--- config.mk ---
export PLATFORM = sky130hd
export DESIGN_NAME = pdu_concatenation_sizer
export DESIGN_NICKNAME = d
export VERILOG_FILES = /design/src/rtl/pcs_pkg.sv /design/src/rtl/pcs_mod.sv /design/src/rtl/pcs_datapath.sv /design/src/rtl/pcs_ctrl.sv /design/src/rtl/pdu_concatenation_sizer.sv
export VERILOG_INCLUDE_DIRS = /design/src /design/src/rtl
export SDC_FILE = /design/constraint.sdc
export NUM_CORES = 1
export LEC_CHECK = 0
export ABC_AREA = 1
export BUFFER_PORTS_ARGS = -buffer_cell sky130_fd_sc_hd__clkbuf_2
export CORE_MARGIN = 2
export CORE_UTILIZATION = 55
export CTS_CLUSTER_DIAMETER = 100
export DETAILED_ROUTE_END_ITERATION = 6
export PLACE_DENSITY = 0.72
export SLEW_MARGIN = 20
export SYNTH_ARGS = -nofsm -noshare
export SYNTH_HDL_FRONTEND = slang
export SYNTH_SLANG_ARGS = --single-unit
--- constraint.sdc ---
create_clock -name clk -period 8.7 [get_ports clk]
set_input_delay 2.175 -clock clk [delete_from_list [all_inputs] [get_ports clk]]
set_output_delay 2.175 -clock clk [all_outputs]
set_load 0.05 [all_outputs]
--- src/rtl/pdu_concatenation_sizer_defines.svh ---
// Assertion macros shared by the RTL files of the concatenation sizer.
// Both forms sample on clk and are disabled while rst_n is low.
`ifndef PDU_CONCATENATION_SIZER_DEFINES_SVH
`define PDU_CONCATENATION_SIZER_DEFINES_SVH

`ifndef SYNTHESIS

// Check a property on every clock edge.
`define PCS_ASSERT(name, prop, msg) \
  name: assert property (@(posedge clk) disable iff (!rst_n) (prop)) else $error(msg);

// Check that a condition is followed by another in the next cycle.
`define PCS_ASSERT_NEXT(name, ante, cons, msg) \
  name: assert property (@(posedge clk) disable iff (!rst_n) (ante) |=> (cons)) else $error(msg);

`else

`define PCS_ASSERT(name, prop, msg)
`define PCS_ASSERT_NEXT(name, ante, cons, msg)

`endif

`endif

--- src/rtl/pcs_pkg.sv ---
`default_nettype none

package pcs_pkg;

  // Field and register widths
  localparam int ENTRY_W     = 16;
  localparam int TOTAL_W     = 20;
  localparam int COUNT_W     = 7;
  localparam int COUNT_LIMIT = 64;
  localparam int SUM_W       = 21;
  localparam int HDR_CFG_W   = 12;
  localparam int PAD_W       = 16;
  localparam int STATUS_W    = 3;

  // Derived datapath widths
  localparam int HPART_W = ENTRY_W + 1;
  localparam int DVD_W   = ENTRY_W + 2;
  localparam int ACC_W   = SUM_W + 1;
  localparam int FIT_W   = ACC_W + 2;

  // Remainder unit: radix-4, two quotient bits a step
  localparam int RADIX_BITS = 2;
  localparam int DIV_STEPS  = DVD_W / RADIX_BITS;
  localparam int STEP_W     = $clog2(DIV_STEPS);

  // Port widths
  localparam int CFG_ADDR_W  = 3;
  localparam int CFG_DATA_W  = 20;
  localparam int IN_DATA_W   = 2 * ENTRY_W;
  localparam int OUT_BITS    = COUNT_W + 2 * TOTAL_W + 2;
  localparam int OUT_DATA_W  = ((OUT_BITS + 7) / 8) * 8;

  // Register reset values
  localparam logic [TOTAL_W-1:0]   MAX_SIZE_RST    = TOTAL_W'(12000);
  localparam logic [COUNT_W-1:0]   MAX_ENTRY_RST   = COUNT_W'(8);
  localparam logic [HDR_CFG_W-1:0] CONCAT_HDR_RST  = HDR_CFG_W'(8);
  localparam logic [HDR_CFG_W-1:0] PER_ENTRY_RST   = HDR_CFG_W'(16);
  localparam logic [HDR_CFG_W-1:0] SINGLE_XTRA_RST = HDR_CFG_W'(1);
  localparam logic                 COUNT_HDR_RST   = 1'b1;
  localparam logic [PAD_W-1:0]     PAD_RST         = PAD_W'(8);

  // Configuration register indexes
  typedef enum logic [CFG_ADDR_W-1:0] {
    CFG_MAX_SIZE    = 3'd0,
    CFG_MAX_ENTRY   = 3'd1,
    CFG_CONCAT_HDR  = 3'd2,
    CFG_PER_ENTRY   = 3'd3,
    CFG_SINGLE_XTRA = 3'd4,
    CFG_COUNT_HDR   = 3'd5,
    CFG_PAD         = 3'd6
  } cfg_reg_t;

  // Outcome of one request; the code is the result status
  typedef enum logic [STATUS_W-1:0] {
    OP_STARTED  = 3'd0,
    OP_ADDED    = 3'd1,
    OP_DEFERRED = 3'd2,
    OP_REFUSED  = 3'd3,
    OP_SENT     = 3'd4,
    OP_EMPTY    = 3'd5
  } op_t;

  typedef enum logic [3:0] {
    S_IDLE,
    S_DECODE,
    S_DIV_FIRST,
    S_WAIT_FIRST,
    S_DIV_NEW,
    S_WAIT_NEW,
    S_CHECK,
    S_PRE_REPORT,
    S_APPLY,
    S_REPORT,
    S_OUT
  } fsm_state_t;

  // Controller to datapath
  typedef struct packed {
    logic cap;
    logic acc_init;
    logic div_start;
    logic sel_new;
    logic acc_add;
    logic apply;
    logic report;
    logic out_load;
    op_t  op;
  } ctrl_cmd_t;

  // Datapath to controller
  typedef struct packed {
    logic is_take;
    logic active;
    logic pending;
    logic count_le1;
    logic div_done;
    logic fits;
  } dp_stat_t;

endpackage

`default_nettype wire

--- src/rtl/pcs_mod.sv ---
`default_nettype none
`include "pdu_concatenation_sizer_defines.svh"

// Iterative remainder unit, restoring, two dividend bits a cycle.
module pcs_mod (
  input  wire logic                      clk,
  input  wire logic                      rst_n,
  input  wire logic                      start,
  input  wire logic [pcs_pkg::DVD_W-1:0] dividend,
  input  wire logic [pcs_pkg::PAD_W-1:0] divisor,
  output logic      [pcs_pkg::PAD_W-1:0] rem,
  output logic                           done
);
  import pcs_pkg::*;

  logic              busy_r;
  logic              done_r;
  logic [STEP_W-1:0] cnt_r;
  logic [DVD_W-1:0]  dvd_r;
  logic [DVD_W-1:0]  dvd_nxt;
  logic [PAD_W-1:0]  dsr_r;
  logic [PAD_W:0]    rem_r;
  logic [PAD_W:0]    rem_nxt;

  // Shift in dividend bits, subtract the divisor where it fits
  always_comb begin
    logic [PAD_W:0]   r;
    logic [DVD_W-1:0] d;
    r = rem_r;
    d = dvd_r;
    for (int i = 0; i < RADIX_BITS; i++) begin
      r = {r[PAD_W-1:0], d[DVD_W-1]};
      d = {d[DVD_W-2:0], 1'b0};
      if (r >= {1'b0, dsr_r}) begin
        r = r - {1'b0, dsr_r};
      end
    end
    rem_nxt = r;
    dvd_nxt = d;
  end

  // Step control
  always_ff @(posedge clk) begin
    if (!rst_n) begin
      busy_r <= 1'b0;
      done_r <= 1'b0;
      cnt_r  <= '0;
    end else begin
      done_r <= 1'b0;
      if (start) begin
        busy_r <= 1'b1;
        cnt_r  <= '0;
      end else if (busy_r) begin
        cnt_r <= cnt_r + STEP_W'(1);
        if (cnt_r == STEP_W'(DIV_STEPS - 1)) begin
          busy_r <= 1'b0;
          done_r <= 1'b1;
        end
      end
    end
  end

  // Operands and partial remainder
  always_ff @(posedge clk) begin
    if (start) begin
      dvd_r <= dividend;
      dsr_r <= divisor;
      rem_r <= '0;
    end else if (busy_r) begin
      dvd_r <= dvd_nxt;
      rem_r <= rem_nxt;
    end
  end

  assign rem  = rem_r[PAD_W-1:0];
  assign done = done_r;

  `PCS_ASSERT(a_start_idle, !(start && busy_r), "remainder unit restarted while busy")

endmodule

`default_nettype wire

--- src/rtl/pcs_datapath.sv ---
`default_nettype none
`include "pdu_concatenation_sizer_defines.svh"

// Container state, size arithmetic, configuration and result register.
module pcs_datapath (
  input  wire logic                           clk,
  input  wire logic                           rst_n,
  input  wire logic                           cfg_we,
  input  wire logic [pcs_pkg::CFG_ADDR_W-1:0] cfg_addr,
  input  wire logic [pcs_pkg::CFG_DATA_W-1:0] cfg_wdata,
  input  wire logic                           in_command,
  input  wire logic [pcs_pkg::ENTRY_W-1:0]    in_header,
  input  wire logic [pcs_pkg::ENTRY_W-1:0]    in_payload,
  input  wire pcs_pkg::ctrl_cmd_t             cmd,
  output pcs_pkg::dp_stat_t                   stat,
  output logic [pcs_pkg::STATUS_W-1:0]        out_status,
  output logic [pcs_pkg::COUNT_W-1:0]         out_entries,
  output logic [pcs_pkg::TOTAL_W-1:0]         out_header,
  output logic [pcs_pkg::TOTAL_W-1:0]         out_payload,
  output logic                                out_has_capacity,
  output logic                                out_has_container
);
  import pcs_pkg::*;

  localparam logic [ACC_W-1:0] TOTAL_MAX = ACC_W'((1 << TOTAL_W) - 1);

  function automatic logic [TOTAL_W-1:0] sat_total(input logic [ACC_W-1:0] v);
    sat_total = (v > TOTAL_MAX) ? TOTAL_MAX[TOTAL_W-1:0] : v[TOTAL_W-1:0];
  endfunction

  // Configuration registers
  logic [TOTAL_W-1:0]   max_size_r;
  logic [COUNT_W-1:0]   max_entry_r;
  logic [HDR_CFG_W-1:0] concat_hdr_r;
  logic [HDR_CFG_W-1:0] per_entry_r;
  logic [HDR_CFG_W-1:0] single_xtra_r;
  logic                 count_hdr_r;
  logic [PAD_W-1:0]     pad_r;

  // Container state
  logic                 active_r;
  logic [COUNT_W-1:0]   count_r;
  logic [SUM_W-1:0]     multi_hdr_r;
  logic [SUM_W-1:0]     multi_pay_r;
  logic [ENTRY_W-1:0]   first_hdr_r;
  logic [ENTRY_W-1:0]   first_pay_r;
  logic                 pend_r;
  logic [ENTRY_W-1:0]   next_hdr_r;
  logic [ENTRY_W-1:0]   next_pay_r;

  // Captured request, accumulators, report and result
  logic                 cmd_r;
  logic [ENTRY_W-1:0]   req_hdr_r;
  logic [ENTRY_W-1:0]   req_pay_r;
  logic [ACC_W-1:0]     acc_hdr_r;
  logic [ACC_W-1:0]     acc_pay_r;
  logic [COUNT_W-1:0]   res_entries_r;
  logic [TOTAL_W-1:0]   res_hdr_r;
  logic [TOTAL_W-1:0]   res_pay_r;
  logic [STATUS_W-1:0]  out_status_r;
  logic [COUNT_W-1:0]   out_entries_r;
  logic [TOTAL_W-1:0]   out_hdr_r;
  logic [TOTAL_W-1:0]   out_pay_r;
  logic                 out_cap_r;
  logic                 out_cont_r;

  // Per-entry arithmetic
  logic [ENTRY_W-1:0]   ent_hdr;
  logic [ENTRY_W-1:0]   ent_pay;
  logic [HPART_W-1:0]   hpart;
  logic [HPART_W-1:0]   ppart;
  logic [DVD_W-1:0]     dividend;
  logic [PAD_W-1:0]     boundary;
  logic [PAD_W-1:0]     rem;
  logic [PAD_W-1:0]     pad_fill;
  logic                 div_done;
  logic [FIT_W-1:0]     total;
  logic [COUNT_W-1:0]   limit;
  logic [COUNT_W:0]     count_inc;
  logic [ACC_W-1:0]     hdr_single;
  logic [ACC_W-1:0]     hdr_multi;

  // Select the entry being sized and form its header part and padded payload
  always_comb begin
    ent_hdr  = cmd.sel_new ? req_hdr_r : first_hdr_r;
    ent_pay  = cmd.sel_new ? req_pay_r : first_pay_r;
    hpart    = count_hdr_r ? (HPART_W'(ent_hdr) + HPART_W'(per_entry_r))
                           : HPART_W'(per_entry_r);
    dividend = DVD_W'(ent_pay) + DVD_W'(hpart);
    boundary = (pad_r == '0) ? PAD_W'(1) : pad_r;
    pad_fill = (rem == '0) ? '0 : (boundary - rem);
    ppart    = HPART_W'(ent_pay) + HPART_W'(pad_fill);
  end

  pcs_mod u_mod (
    .clk      (clk),
    .rst_n    (rst_n),
    .start    (cmd.div_start),
    .dividend (dividend),
    .divisor  (boundary),
    .rem      (rem),
    .done     (div_done)
  );

  // Size and entry limit check of the grown container
  always_comb begin
    total     = FIT_W'(concat_hdr_r) + FIT_W'(acc_hdr_r) + FIT_W'(acc_pay_r);
    limit     = (max_entry_r > COUNT_W'(COUNT_LIMIT)) ? COUNT_W'(COUNT_LIMIT) : max_entry_r;
    count_inc = {1'b0, count_r} + (COUNT_W + 1)'(1);
  end

  // Report arithmetic of the current container
  always_comb begin
    hdr_single = ACC_W'(first_hdr_r) + ACC_W'(single_xtra_r);
    hdr_multi  = ACC_W'(concat_hdr_r) + ACC_W'(multi_hdr_r);
  end

  always_comb begin
    stat.is_take   = cmd_r;
    stat.active    = active_r;
    stat.pending   = pend_r;
    stat.count_le1 = (count_r <= COUNT_W'(1));
    stat.div_done  = div_done;
    stat.fits      = (total <= FIT_W'(max_size_r)) && (count_inc <= {1'b0, limit});
  end

  // Configuration writes
  always_ff @(posedge clk) begin
    if (!rst_n) begin
      max_size_r    <= MAX_SIZE_RST;
      max_entry_r   <= MAX_ENTRY_RST;
      concat_hdr_r  <= CONCAT_HDR_RST;
      per_entry_r   <= PER_ENTRY_RST;
      single_xtra_r <= SINGLE_XTRA_RST;
      count_hdr_r   <= COUNT_HDR_RST;
      pad_r         <= PAD_RST;
    end else if (cfg_we) begin
      case (cfg_addr)
        CFG_MAX_SIZE:    max_size_r    <= cfg_wdata[TOTAL_W-1:0];
        CFG_MAX_ENTRY:   max_entry_r   <= cfg_wdata[COUNT_W-1:0];
        CFG_CONCAT_HDR:  concat_hdr_r  <= cfg_wdata[HDR_CFG_W-1:0];
        CFG_PER_ENTRY:   per_entry_r   <= cfg_wdata[HDR_CFG_W-1:0];
        CFG_SINGLE_XTRA: single_xtra_r <= cfg_wdata[HDR_CFG_W-1:0];
        CFG_COUNT_HDR:   count_hdr_r   <= cfg_wdata[0];
        CFG_PAD:         pad_r         <= cfg_wdata[PAD_W-1:0];
        default: ;
      endcase
    end
  end

  // Apply the outcome of a request to the container state
  always_ff @(posedge clk) begin
    if (!rst_n) begin
      active_r    <= 1'b0;
      count_r     <= '0;
      multi_hdr_r <= '0;
      multi_pay_r <= '0;
      first_hdr_r <= '0;
      first_pay_r <= '0;
      pend_r      <= 1'b0;
      next_hdr_r  <= '0;
      next_pay_r  <= '0;
    end else if (cmd.apply) begin
      case (cmd.op)
        OP_STARTED: begin
          active_r    <= 1'b1;
          count_r     <= COUNT_W'(1);
          first_hdr_r <= req_hdr_r;
          first_pay_r <= req_pay_r;
          multi_hdr_r <= '0;
          multi_pay_r <= '0;
        end
        OP_ADDED: begin
          count_r     <= count_inc[COUNT_W-1:0];
          multi_hdr_r <= acc_hdr_r[SUM_W-1:0];
          multi_pay_r <= acc_pay_r[SUM_W-1:0];
        end
        OP_DEFERRED: begin
          pend_r     <= 1'b1;
          next_hdr_r <= req_hdr_r;
          next_pay_r <= req_pay_r;
        end
        OP_SENT: begin
          // Promote the pending container, or close out
          active_r    <= pend_r;
          count_r     <= pend_r ? COUNT_W'(1) : '0;
          first_hdr_r <= pend_r ? next_hdr_r : '0;
          first_pay_r <= pend_r ? next_pay_r : '0;
          multi_hdr_r <= '0;
          multi_pay_r <= '0;
          pend_r      <= 1'b0;
          next_hdr_r  <= '0;
          next_pay_r  <= '0;
        end
        default: ;
      endcase
    end
  end

  // Request capture, accumulators, report and result registers
  always_ff @(posedge clk) begin
    if (cmd.cap) begin
      cmd_r     <= in_command;
      req_hdr_r <= in_header;
      req_pay_r <= in_payload;
    end
    if (cmd.acc_init) begin
      acc_hdr_r <= stat.count_le1 ? '0 : ACC_W'(multi_hdr_r);
      acc_pay_r <= stat.count_le1 ? '0 : ACC_W'(multi_pay_r);
    end else if (cmd.acc_add) begin
      acc_hdr_r <= acc_hdr_r + ACC_W'(hpart);
      acc_pay_r <= acc_pay_r + ACC_W'(ppart);
    end
    if (cmd.report) begin
      if (!active_r) begin
        res_entries_r <= '0;
        res_hdr_r     <= '0;
        res_pay_r     <= '0;
      end else if (stat.count_le1) begin
        res_entries_r <= count_r;
        res_hdr_r     <= sat_total(hdr_single);
        res_pay_r     <= sat_total(ACC_W'(first_pay_r));
      end else begin
        res_entries_r <= count_r;
        res_hdr_r     <= sat_total(hdr_multi);
        res_pay_r     <= sat_total(ACC_W'(multi_pay_r));
      end
    end
    if (cmd.out_load) begin
      out_status_r  <= cmd.op;
      out_entries_r <= res_entries_r;
      out_hdr_r     <= res_hdr_r;
      out_pay_r     <= res_pay_r;
      out_cap_r     <= !pend_r && (count_r <= max_entry_r);
      out_cont_r    <= active_r;
    end
  end

  assign out_status        = out_status_r;
  assign out_entries       = out_entries_r;
  assign out_header        = out_hdr_r;
  assign out_payload       = out_pay_r;
  assign out_has_capacity  = out_cap_r;
  assign out_has_container = out_cont_r;

  `PCS_ASSERT(a_pend_needs_active, !pend_r || active_r, "pending container without current one")
  `PCS_ASSERT(a_count_active, (active_r == (count_r != '0)) && (count_r <= COUNT_W'(COUNT_LIMIT)), "entry count out of step with container")

endmodule

`default_nettype wire

--- src/rtl/pcs_ctrl.sv ---
`default_nettype none
`include "pdu_concatenation_sizer_defines.svh"

// Request sequencer: decodes a request, runs the sizing steps, hands off the result.
module pcs_ctrl (
  input  wire logic              clk,
  input  wire logic              rst_n,
  input  wire logic              in_tvalid,
  output logic                   in_tready,
  output logic                   out_tvalid,
  input  wire logic              out_tready,
  input  wire pcs_pkg::dp_stat_t stat,
  output pcs_pkg::ctrl_cmd_t     cmd
);
  import pcs_pkg::*;

  fsm_state_t state_r;
  fsm_state_t state_nxt;
  op_t        op_r;
  op_t        op_nxt;
  logic       out_valid_r;
  logic       out_valid_nxt;

  // State register
  always_ff @(posedge clk) begin
    if (!rst_n) begin
      state_r     <= S_IDLE;
      op_r        <= OP_EMPTY;
      out_valid_r <= 1'b0;
    end else begin
      state_r     <= state_nxt;
      op_r        <= op_nxt;
      out_valid_r <= out_valid_nxt;
    end
  end

  // Next state and commands
  always_comb begin
    state_nxt     = state_r;
    op_nxt        = op_r;
    in_tready     = 1'b0;
    cmd           = '0;
    cmd.op        = op_r;
    case (state_r)
      S_IDLE: begin
        in_tready = 1'b1;
        if (in_tvalid) begin
          cmd.cap   = 1'b1;
          state_nxt = S_DECODE;
        end
      end
      S_DECODE: begin
        if (stat.is_take) begin
          if (stat.active) begin
            op_nxt    = OP_SENT;
            state_nxt = S_PRE_REPORT;
          end else begin
            op_nxt    = OP_EMPTY;
            state_nxt = S_REPORT;
          end
        end else if (!stat.active) begin
          op_nxt    = OP_STARTED;
          state_nxt = S_APPLY;
        end else if (stat.pending) begin
          op_nxt    = OP_REFUSED;
          state_nxt = S_REPORT;
        end else begin
          cmd.acc_init = 1'b1;
          state_nxt    = stat.count_le1 ? S_DIV_FIRST : S_DIV_NEW;
        end
      end
      S_DIV_FIRST: begin
        cmd.div_start = 1'b1;
        state_nxt     = S_WAIT_FIRST;
      end
      S_WAIT_FIRST: begin
        if (stat.div_done) begin
          cmd.acc_add = 1'b1;
          state_nxt   = S_DIV_NEW;
        end
      end
      S_DIV_NEW: begin
        cmd.sel_new   = 1'b1;
        cmd.div_start = 1'b1;
        state_nxt     = S_WAIT_NEW;
      end
      S_WAIT_NEW: begin
        cmd.sel_new = 1'b1;
        if (stat.div_done) begin
          cmd.acc_add = 1'b1;
          state_nxt   = S_CHECK;
        end
      end
      S_CHECK: begin
        op_nxt    = stat.fits ? OP_ADDED : OP_DEFERRED;
        state_nxt = S_APPLY;
      end
      S_PRE_REPORT: begin
        cmd.report = 1'b1;
        state_nxt  = S_APPLY;
      end
      S_APPLY: begin
        cmd.apply = 1'b1;
        state_nxt = (op_r == OP_SENT) ? S_OUT : S_REPORT;
      end
      S_REPORT: begin
        cmd.report = 1'b1;
        state_nxt  = S_OUT;
      end
      S_OUT: begin
        // Hold until the result register is free
        if (!out_valid_r || out_tready) begin
          cmd.out_load = 1'b1;
          state_nxt    = S_IDLE;
        end
      end
      default: state_nxt = S_IDLE;
    endcase
  end

  // Result valid: set on load, drop when taken
  always_comb begin
    if (cmd.out_load) begin
      out_valid_nxt = 1'b1;
    end else if (out_tready) begin
      out_valid_nxt = 1'b0;
    end else begin
      out_valid_nxt = out_valid_r;
    end
  end

  assign out_tvalid = out_valid_r;

  `PCS_ASSERT(a_no_overwrite, !cmd.out_load || !out_valid_r || out_tready, "result overwritten before it was taken")
  `PCS_ASSERT_NEXT(a_accept_decode, in_tvalid && in_tready, state_r == S_DECODE, "accepted request not decoded")

endmodule

`default_nettype wire

--- src/rtl/pdu_concatenation_sizer.sv ---
// A refused add or an empty take runs decode, report and output; a start decode, apply, report
// and output; a take decode, report, apply and output. An add sizes the new entry, checks the
// fit, applies and reports; the add that makes the second entry sizes both. Each sizing runs
// the radix-4 remainder unit for 9 steps. One request is in flight at a time; the next one is
// taken as soon as the result sits in the output register, even before it is read. Reset
// (rst_n low, synchronous) empties the container and restores register defaults.
`default_nettype none

module pdu_concatenation_sizer (
  input  wire logic                           clk,
  input  wire logic                           rst_n,
  input  wire logic                           cfg_we,
  input  wire logic [pcs_pkg::CFG_ADDR_W-1:0] cfg_addr,
  input  wire logic [pcs_pkg::CFG_DATA_W-1:0] cfg_wdata,
  input  wire logic                           in_tvalid,
  output logic                                in_tready,
  // entry_header_bits[15:0], entry_payload_bits[31:16]
  input  wire logic [pcs_pkg::IN_DATA_W-1:0]  in_tdata,
  // command[0]
  input  wire logic                           in_tuser,
  output logic                                out_tvalid,
  input  wire logic                           out_tready,
  // container_entries[6:0], container_header_bits[26:7], container_payload_bits[46:27],
  // has_capacity[47], has_container[48], zero fill[55:49]
  output logic [pcs_pkg::OUT_DATA_W-1:0]      out_tdata,
  // status[2:0]
  output logic [pcs_pkg::STATUS_W-1:0]        out_tuser
);
  import pcs_pkg::*;

  ctrl_cmd_t          cmd;
  dp_stat_t           stat;
  logic [COUNT_W-1:0] res_entries;
  logic [TOTAL_W-1:0] res_hdr;
  logic [TOTAL_W-1:0] res_pay;
  logic               res_cap;
  logic               res_cont;

  pcs_ctrl u_ctrl (
    .clk        (clk),
    .rst_n      (rst_n),
    .in_tvalid  (in_tvalid),
    .in_tready  (in_tready),
    .out_tvalid (out_tvalid),
    .out_tready (out_tready),
    .stat       (stat),
    .cmd        (cmd)
  );

  pcs_datapath u_dp (
    .clk               (clk),
    .rst_n             (rst_n),
    .cfg_we            (cfg_we),
    .cfg_addr          (cfg_addr),
    .cfg_wdata         (cfg_wdata),
    .in_command        (in_tuser),
    .in_header         (in_tdata[ENTRY_W-1:0]),
    .in_payload        (in_tdata[2*ENTRY_W-1:ENTRY_W]),
    .cmd               (cmd),
    .stat              (stat),
    .out_status        (out_tuser),
    .out_entries       (res_entries),
    .out_header        (res_hdr),
    .out_payload       (res_pay),
    .out_has_capacity  (res_cap),
    .out_has_container (res_cont)
  );

  // Pack the result fields, lowest first
  assign out_tdata = {(OUT_DATA_W - OUT_BITS)'(0), res_cont, res_cap, res_pay, res_hdr,
                      res_entries};

endmodule

`default_nettype wire
==> results of run 1 <==
==> cell type report <==
cell class,instances,share of cell area [%]
Tap cell,672,2.75
Clock inverter,21,1.15
Clock buffer,69,4.56
Timing Repair Buffer,138,2.46
Multi-Input combinational cell,2582,48.2
Sequential cell,435,35.4
Antenna cell,1,0.00819
Inverter,451,5.54
==> placed cells by master (no fill, tap or decap), drive strengths merged, types with 66 or more instances in the layout <==
master | Yosys | layout
clkbuf | 97 | 182
dfxtp | 225 | 225
a21oi | 329 | 329
nand2 | 792 | 792
nand3 | 180 | 180
o21ai | 275 | 275
inv | 449 | 451
edfxtp | 210 | 210
xor2 | 66 | 66
ha | 208 | 208
nor2 | 348 | 348
==> power breakdown <==
part           internal [uW]  switching [uW]
sequential              2450             124
combinational           1490            2780
clock                   1360             888
==> registers in the layout (all words and copies together) (netlist names), 12 cells and up <==
register / count
u_dp.acc_hdr_r: 22
u_dp.acc_pay_r: 22
u_dp.concat_hdr_r: 12
u_dp.first_hdr_r: 16
u_dp.first_pay_r: 16
u_dp.max_size_r: 20
u_dp.multi_hdr_r: 21
u_dp.multi_pay_r: 21
u_dp.next_hdr_r: 16
u_dp.next_pay_r: 16
u_dp.out_header: 20
u_dp.out_payload: 20
u_dp.pad_r: 16
u_dp.per_entry_r: 12
u_dp.req_hdr_r: 16
u_dp.req_pay_r: 16
u_dp.res_hdr_r: 20
u_dp.res_pay_r: 20
u_dp.single_xtra_r: 12
u_dp.u_mod.dsr_r: 16
u_dp.u_mod.dvd_r: 18
u_dp.u_mod.rem_r: 16
==> per-layer routing <==
layer	wire, um	share of wire, %	vias up
li1	-	-	12128
met2	38200	45	922
met5	13	0.015	-
met1	37100	44	11476
met3	6030	7.1	172
met4	3220	3.8	2
==> worst max-delay path, stage by stage (launching register included) <==
cell and delay (ns):
edfxtp_1 0.44, ha_1 0.38, a21oi_1 0.16, nand2_1 0.10, a21oi_1 0.33, o21bai_1 0.11, a21oi_1 0.21, o21ai_0 0.17
nand2_1 0.09, nand2_1 0.06, xor2_1 0.16, ha_1 0.43, nand2_1 0.16, nor2_1 0.25, nand4_1 0.12, o221ai_1 0.23
xor2_1 0.19, ha_1 0.26, a21oi_1 0.13, nor2_1 0.05, a211oi_1 0.20, nand2_1 0.08, nand2_1 0.06, nand3_1 0.23
o21ai_0 0.23, a21oi_1 0.09
==> metrics by stage <==
stage,std cells,cell area [um2],worst slack [ns]
global placement,4278,28800,3.77
finish,4369,30600,3.63
CTS,4368,30600,3.70
detailed placement,4278,28800,3.71
floorplan,3604,27700,3.83
global route,4368,30600,3.21
==> kinds of logic (layout without fill, tap and decap cells) <==
logic type,Yosys count,count (layout),share of synthesized area [%]
xor+xnor,125,125,3.95
compound gates,792,792,16.2
simple gates,1423,1423,21.2
other cells,1,8,0.0135
fa+ha+maj,235,235,11.3
flops,435,435,39.0
buf+inv,587,679,8.26
==> worst max-delay path by stage <==
stage                            from                  end  slack, ns  cells after the start
floorplan                  out_tready  u_dp.out_entries[0]       3.83                      2
global placement    u_dp.acc_hdr_r[2]       u_ctrl.op_r[1]       3.77                     25
detailed placement  u_dp.acc_hdr_r[2]       u_ctrl.op_r[1]       3.71                     25
CTS                 u_dp.acc_hdr_r[2]       u_ctrl.op_r[1]       3.70                     25
global route        u_dp.acc_hdr_r[2]       u_ctrl.op_r[1]       3.21                     25
finish              u_dp.acc_hdr_r[2]       u_ctrl.op_r[1]       3.63                     25
==> impl_results.md, run 1 <==
* Initial antenna violation count at 5
* Post-cts sizing count at 0
* Vias at between 20000 and 25000
* VDD IR-drop max at 0.201 mV
* Clk Latency, worst-skew pair at 0.61 ns
* Max Buffers Root-to-Sink at 3
* WS Path Type: reg -> reg
* Post CTS Setup Buffer Count at 0
* Global-route wire length before repair at ~130 mm
* Final setup fails at 0
* Routed WL per cell at around 19 um
* Max cap viols at 0
* Clock Sinks at between 400 and 500
* Clk root buf: clkbuf_16
* Final HPWL DP at between 60 and 70 mm
* Drt via density at 5.65
* Final core occ at about 61%
* Post-synthesis cell type count at 58
* # rows at between 80 and 90
* Port Buffers at 114
* Final hold violations at 0
* Gr usage total at a little under a third
* Worst r2r dst: u_ctrl.op_r[1]
* Ports at approximately 120
* Tot Pwr at around 9100 uW
* Fin crit share at between 50% and 60%
* Synth top cells by count: nand2_1, inv_1, nor2_1, a21oi_1, o21ai_0
* Post-synthesis sequential area ratio at roughly two fifths
* Worst slew margin at 31.9%
* Storage element area at between 10000 and 15000 um2
* Global placement routability congestion at 0.978
* Highest Clock Rate at approximately 200 MHz
* Leakage at about 0.014 uW
* # hold bufs at CTS at 0
* Post-synthesis cell count at 3598
* Top cell type by total area after synthesis: edfxtp_1
* CP Capture Type: register
* DRC Markers at 0
* FILL cells at about 4600
* Share of layout cells above drive strength 1 at 7.28%
* Clock-pin slew on the worst setup and hold paths at 0.06 ns
* Pin count of the biggest net entering global routing at 71
* Worst setup SP type: register
* Core area at between 40000 and 50000 um2
* CP max FO at 5
* CTS H-tree lvls at 2
* HP Start: u_dp.res_hdr_r[2]
* Die area at roughly 52000 um2
* CTS tree: yes
* Post-Syn Area per Cell at 7.71 um2
* Pwr dens at just under 300 nW/um2
* Die width at approximately 230 um
* Synth warnings at 0
* Worst reg2reg path depth at 25
* Synth area leaders: edfxtp_1, dfxtp_1, nand2_1, ha_1, inv_1
* Worst Path Required at a little over 9 ns
* Met1 usage at a little over two fifths
* Worst hold path endpoint: u_dp.out_header[2]
* Reg2Reg Launch Point: u_dp.acc_hdr_r[2]
* Die height at ~230 um
* Outcome: completed
* Number of synthesized flops with an enable pin at 210
* Worst min path class: reg -> reg
* Starting Density at between 50% and 60%
* 1st-pass router iterations at 5
* Top_reg_cell synth: dfxtp_1
* Final ANT Viol Nets at 0
* Area of the multi-input gates at 14700 um2
* Max-slew violations at 0
* Asr flop ratio synth at 0%
* Crit path time final at between 5 and 6 ns
* Yosys top cell area share at a little under a quarter
* Setup TNS at 0 ns
* Worst Tran Pin Value at ~1 ns
* Num CTS Buffers at 48
* Synth Cell Area at about 28000 um2
* Grt met2 use at 51.3%
* Vias in the first global route at approximately 23000
* RSZ-0062 raised after global routing: false
* Register-to-register setup slack at 3.63 ns
* DR iter-0 viols at ~2200
* Nets at between 3000 and 4000
* P&R area growth vs syn at 10.2%
* Flops & latches, synth at approximately 440
* Top-count cell post-synth: nand2_1
* Routed WL at approximately 85 mm
* Hold Crit Depth at 0
* Worst hold slack at 0.417 ns
* Grt total ovfl at 0
* Global route hottest layer: met2
* Clock Skew at about 0.024 ns
* Crit path DAT at 5.53 ns
* Met3 Use GR at 4.44%
Power figures use the tool's default switching activity.
==> run 2, diff against run 1 <==
--- a/config.mk
+++ b/config.mk
@@ -12,7 +12,7 @@
 export CORE_UTILIZATION = 55
 export CTS_CLUSTER_DIAMETER = 100
 export DETAILED_ROUTE_END_ITERATION = 6
-export PLACE_DENSITY = 0.72
+export PLACE_DENSITY = 0.75
 export SLEW_MARGIN = 20
 export SYNTH_ARGS = -nofsm -noshare
 export SYNTH_HDL_FRONTEND = slang
==> constraint.sdc (replaced) <==
create_clock -name clk -period 4.37 [get_ports clk]
set_input_delay 1.0925 -clock clk [delete_from_list [all_inputs] [get_ports clk]]
set_output_delay 1.0925 -clock clk [all_outputs]
set_load 0.05 [all_outputs]
==> impl_results.md, run 2 (synthesized netlist as in run 1, its figures left out) <==
* Most common cell after layout, fill and taps aside: nand2_1 (unchanged)
* CTS H-tree lvls at 2 (unchanged)
* CP Capture Type: register (unchanged)
* Global-route wire length before repair at 136 mm (was 130 mm)
* Crit path DAT at 4.89 ns (was 5.53 ns)
* Largest regs: u_dp.acc_hdr_r: 22 flops, u_dp.acc_pay_r: 22 flops (unchanged)
* Most frequent cells in the layout: nand2_1, inv_1, buf_4, nor2_1, a21oi_1 (was nand2_1, inv_1, nor2_1, a21oi_1, o21ai_0)
* CTS tree: yes (unchanged)
* Routed WL at 89.5 mm (was 84.6 mm)
* Worst Tran Pin Value at 1.04 ns (was 1.02 ns)
* Clock-pin slew on the worst setup and hold paths at 0.06 ns (about the same)
* DR iter-0 viols at 2645 (was 2178)
* # rows at 82 (unchanged)
* Register-to-register setup slack at -0.07 ns (was 3.63 ns)
* Worst stage delay on the critical path at 0.51 ns (was 0.44 ns)
* Tot Pwr at 20500 uW (was 9090 uW)
* Die width at 229 um (unchanged)
* Final HPWL DP at 67.0 mm (was 63.8 mm)
* VDD IR-drop max at 0.498 mV (was 0.201 mV)
* Pin count of the biggest net entering global routing at 79 (was 71)
* Hold Crit Depth at 0 (unchanged)
* Post-route cell area at 34100 um2 (was 30600 um2)
* Worst hold path endpoint: u_dp.out_payload[15] (was u_dp.out_header[2])
* Fin worst setup slack at -0.0720 ns (was 3.63 ns)
* Initial antenna violation count at 2 (was 5)
* HP Start: u_dp.res_pay_r[15] (was u_dp.res_hdr_r[2])
* Nets at 4285 (was 3952)
* Max cap viols at 0 (unchanged)
* Num CTS Buffers at 47 (was 48)
* FILL cells at 4189 (was 4634)
* Bufs and invs on worst path at 5 (was 0)
* Starting Density at 55.5% (unchanged)
* Pre-CTS setup slack at -0.226 ns (was 3.71 ns)
* DRC Markers at 0 (unchanged)
* Worst min path class: reg -> reg (unchanged)
* Clock Sinks at 435 (unchanged)
* Failing checks: setup timing
* Gr usage total at 33.0% (was 31.9%)
* # hold bufs at CTS at 0 (unchanged)
* Max-slew violations at 0 (unchanged)
* Port Buffers at 114 (unchanged)
* Die height at 229 um (unchanged)
* Worst reg2reg path depth at 27 (was 25)
* Crit path time final at 4.44 ns (was 5.07 ns)
* Slowest CP cell: fa_1 (was edfxtp_1)
* Clock Skew at 0.0271 ns (was 0.0244 ns)
* P&R area growth vs syn at 22.9% (was 10.2%)
* Highest Clock Rate at 225 MHz (was 197 MHz)
* Pwr dens at 602 nW/um2 (was 297 nW/um2)
* Final ANT Viol Nets at 0 (unchanged)
* Fin crit share at 102% (was 58.3%)
* Clk Latency, worst-skew pair at 0.60 ns (was 0.61 ns)
* Area of the multi-input gates at 15800 um2 (was 14700 um2)
* CP max FO at 4 (was 5)
* Area after DPL at 31100 um2 (was 28800 um2)
* Worst Path Required at 4.82 ns (was 9.16 ns)
* Final setup fails at 1 (was 0)
* Inst Count DP at 4587 (was 4278)
* Core area at 50000 um2 (unchanged)
* Ports at 122 (unchanged)
* Clk root buf: clkbuf_16 (unchanged)
* Leakage at 0.0155 uW (was 0.0137 uW)
* RSZ-0062 raised after global routing: true (was false)
* Storage element area at 10800 um2 (about the same)
* Vias at 26678 (was 24700)
* CP most frequent cell: nor2_1 (was nand2_1)
* Top delay family on crit path: simple AND/OR/NAND/NOR gates (was compound AO/OA/AOI/OAI gates)
* Max Buffers Root-to-Sink at 3 (unchanged)
* WS Path Type: reg -> reg (unchanged)
* Reg2Reg Launch Point: u_dp.pad_r[4] (was u_dp.acc_hdr_r[2])
* Final hold violations at 0 (unchanged)
* Global placement routability congestion at 1.03 (was 0.978)
* Share of layout cells above drive strength 1 at 20.4% (was 7.28%)
* Vias in the first global route at 24661 (was 22740)
* Worst setup SP type: register (unchanged)
* Worst r2r dst: u_dp.acc_pay_r[21] (was u_ctrl.op_r[1])
* Drt via density at 5.67 (was 5.65)
* 1st-pass router iterations at 6 (was 5)
* Die area at 52200 um2 (unchanged)
* Grt total ovfl at 0 (unchanged)
* Worst slew margin at 30.7% (was 31.9%)
* Routed WL per cell at 19.0 um (was 19.4 um)
* Fin cells at 4701 (was 4369)
* Outcome: complete, but fails checks (was completed)
==> run 2: cell count changes in the layout (fill, tap and decap cells not counted), moves of 24 or more <==
cell	previous run	this run
buf_4	25	345
a21oi_1	326	278
a21oi_2	2	47
o21ai_0	263	220
nand2_1	782	752
o21ai_1	10	35
nor2_1	336	312
==> run 2: report_power, final <==
group | switching [uW] | internal, uW | leakage, uW
clock network | 1720 | 2490 | 0.000791
registers | 246 | 4880 | 0.00374
logic | 6590 | 4600 | 0.0110
==> run 2: how the worst max path moves through the flow <==
stage,start,to,cells past startpoint
floorplan,u_ctrl.state_r[1],u_dp.acc_hdr_r[21],23
global placement,u_dp.acc_hdr_r[0],u_ctrl.op_r[0],31
detailed placement,u_dp.pad_r[3],u_dp.acc_pay_r[15],24
CTS,u_dp.acc_hdr_r[0],u_ctrl.op_r[0],32
global route,u_dp.pad_r[5],u_dp.acc_pay_r[21],27
finish,u_dp.pad_r[4],u_dp.acc_pay_r[21],27
==> run 2: stage by stage <==
stage          util [%]  TNS (ns)  hold WS [ns]
6_report           68.2   -0.0720         0.417
5_1_grt            68.2     -2.75         0.423
4_1_cts            65.9         0         0.416
3_5_place_dp       62.3     -2.02         0.405
3_3_place_gp       62.3    -0.606         0.400
2_1_floorplan         -         0         0.400
==> run 2: worst reg2reg max path: stages (launching register included) <==
cell	delay, ns
dfxtp_2	0.36
nor4_4	0.05
and2_1	0.16
a21oi_2	0.20
ha_2	0.23
inv_2	0.05
fa_2	0.40
buf_6	0.13
nand3_2	0.06
o2111ai_2	0.11
nand3_1	0.13
nand2_2	0.10
a21oi_2	0.17
nor2_1	0.06
nor2_1	0.13
nand2_2	0.09
fa_1	0.51
inv_2	0.05
ha_4	0.32
nand2_4	0.08
nor2_4	0.14
nand3_2	0.08
nand2_2	0.11
inv_2	0.06
nor4_4	0.25
buf_4	0.16
nor2_1	0.03
nor2_1	0.11
==> run 2: layer usage <==
layer  GRT usage [%]  routed length (um)
met5               0                   0
met4            13.8                4170
met3            6.27                8050
met2            52.2               40000
met1            44.3               37300
==> run 2: layout make-up <==
type | instances | share of cell area, %
inverters | 451 | 4.97
clock inverters | 18 | 0.613
multi-input cells | 2582 | 46.3
well taps | 672 | 2.47
clock buffers | 70 | 4.16
flip-flops and latches | 435 | 31.8
diodes | 1 | 0.00734
repair buffers | 472 | 9.73
==> run 2: what timing repair did <==
item,4_1_cts,5_1_grt
gates resized for setup,38,270
setup endpoints to repair,18,41
cloned,0,1
pin swaps,7,105
buffers inserted,4,23
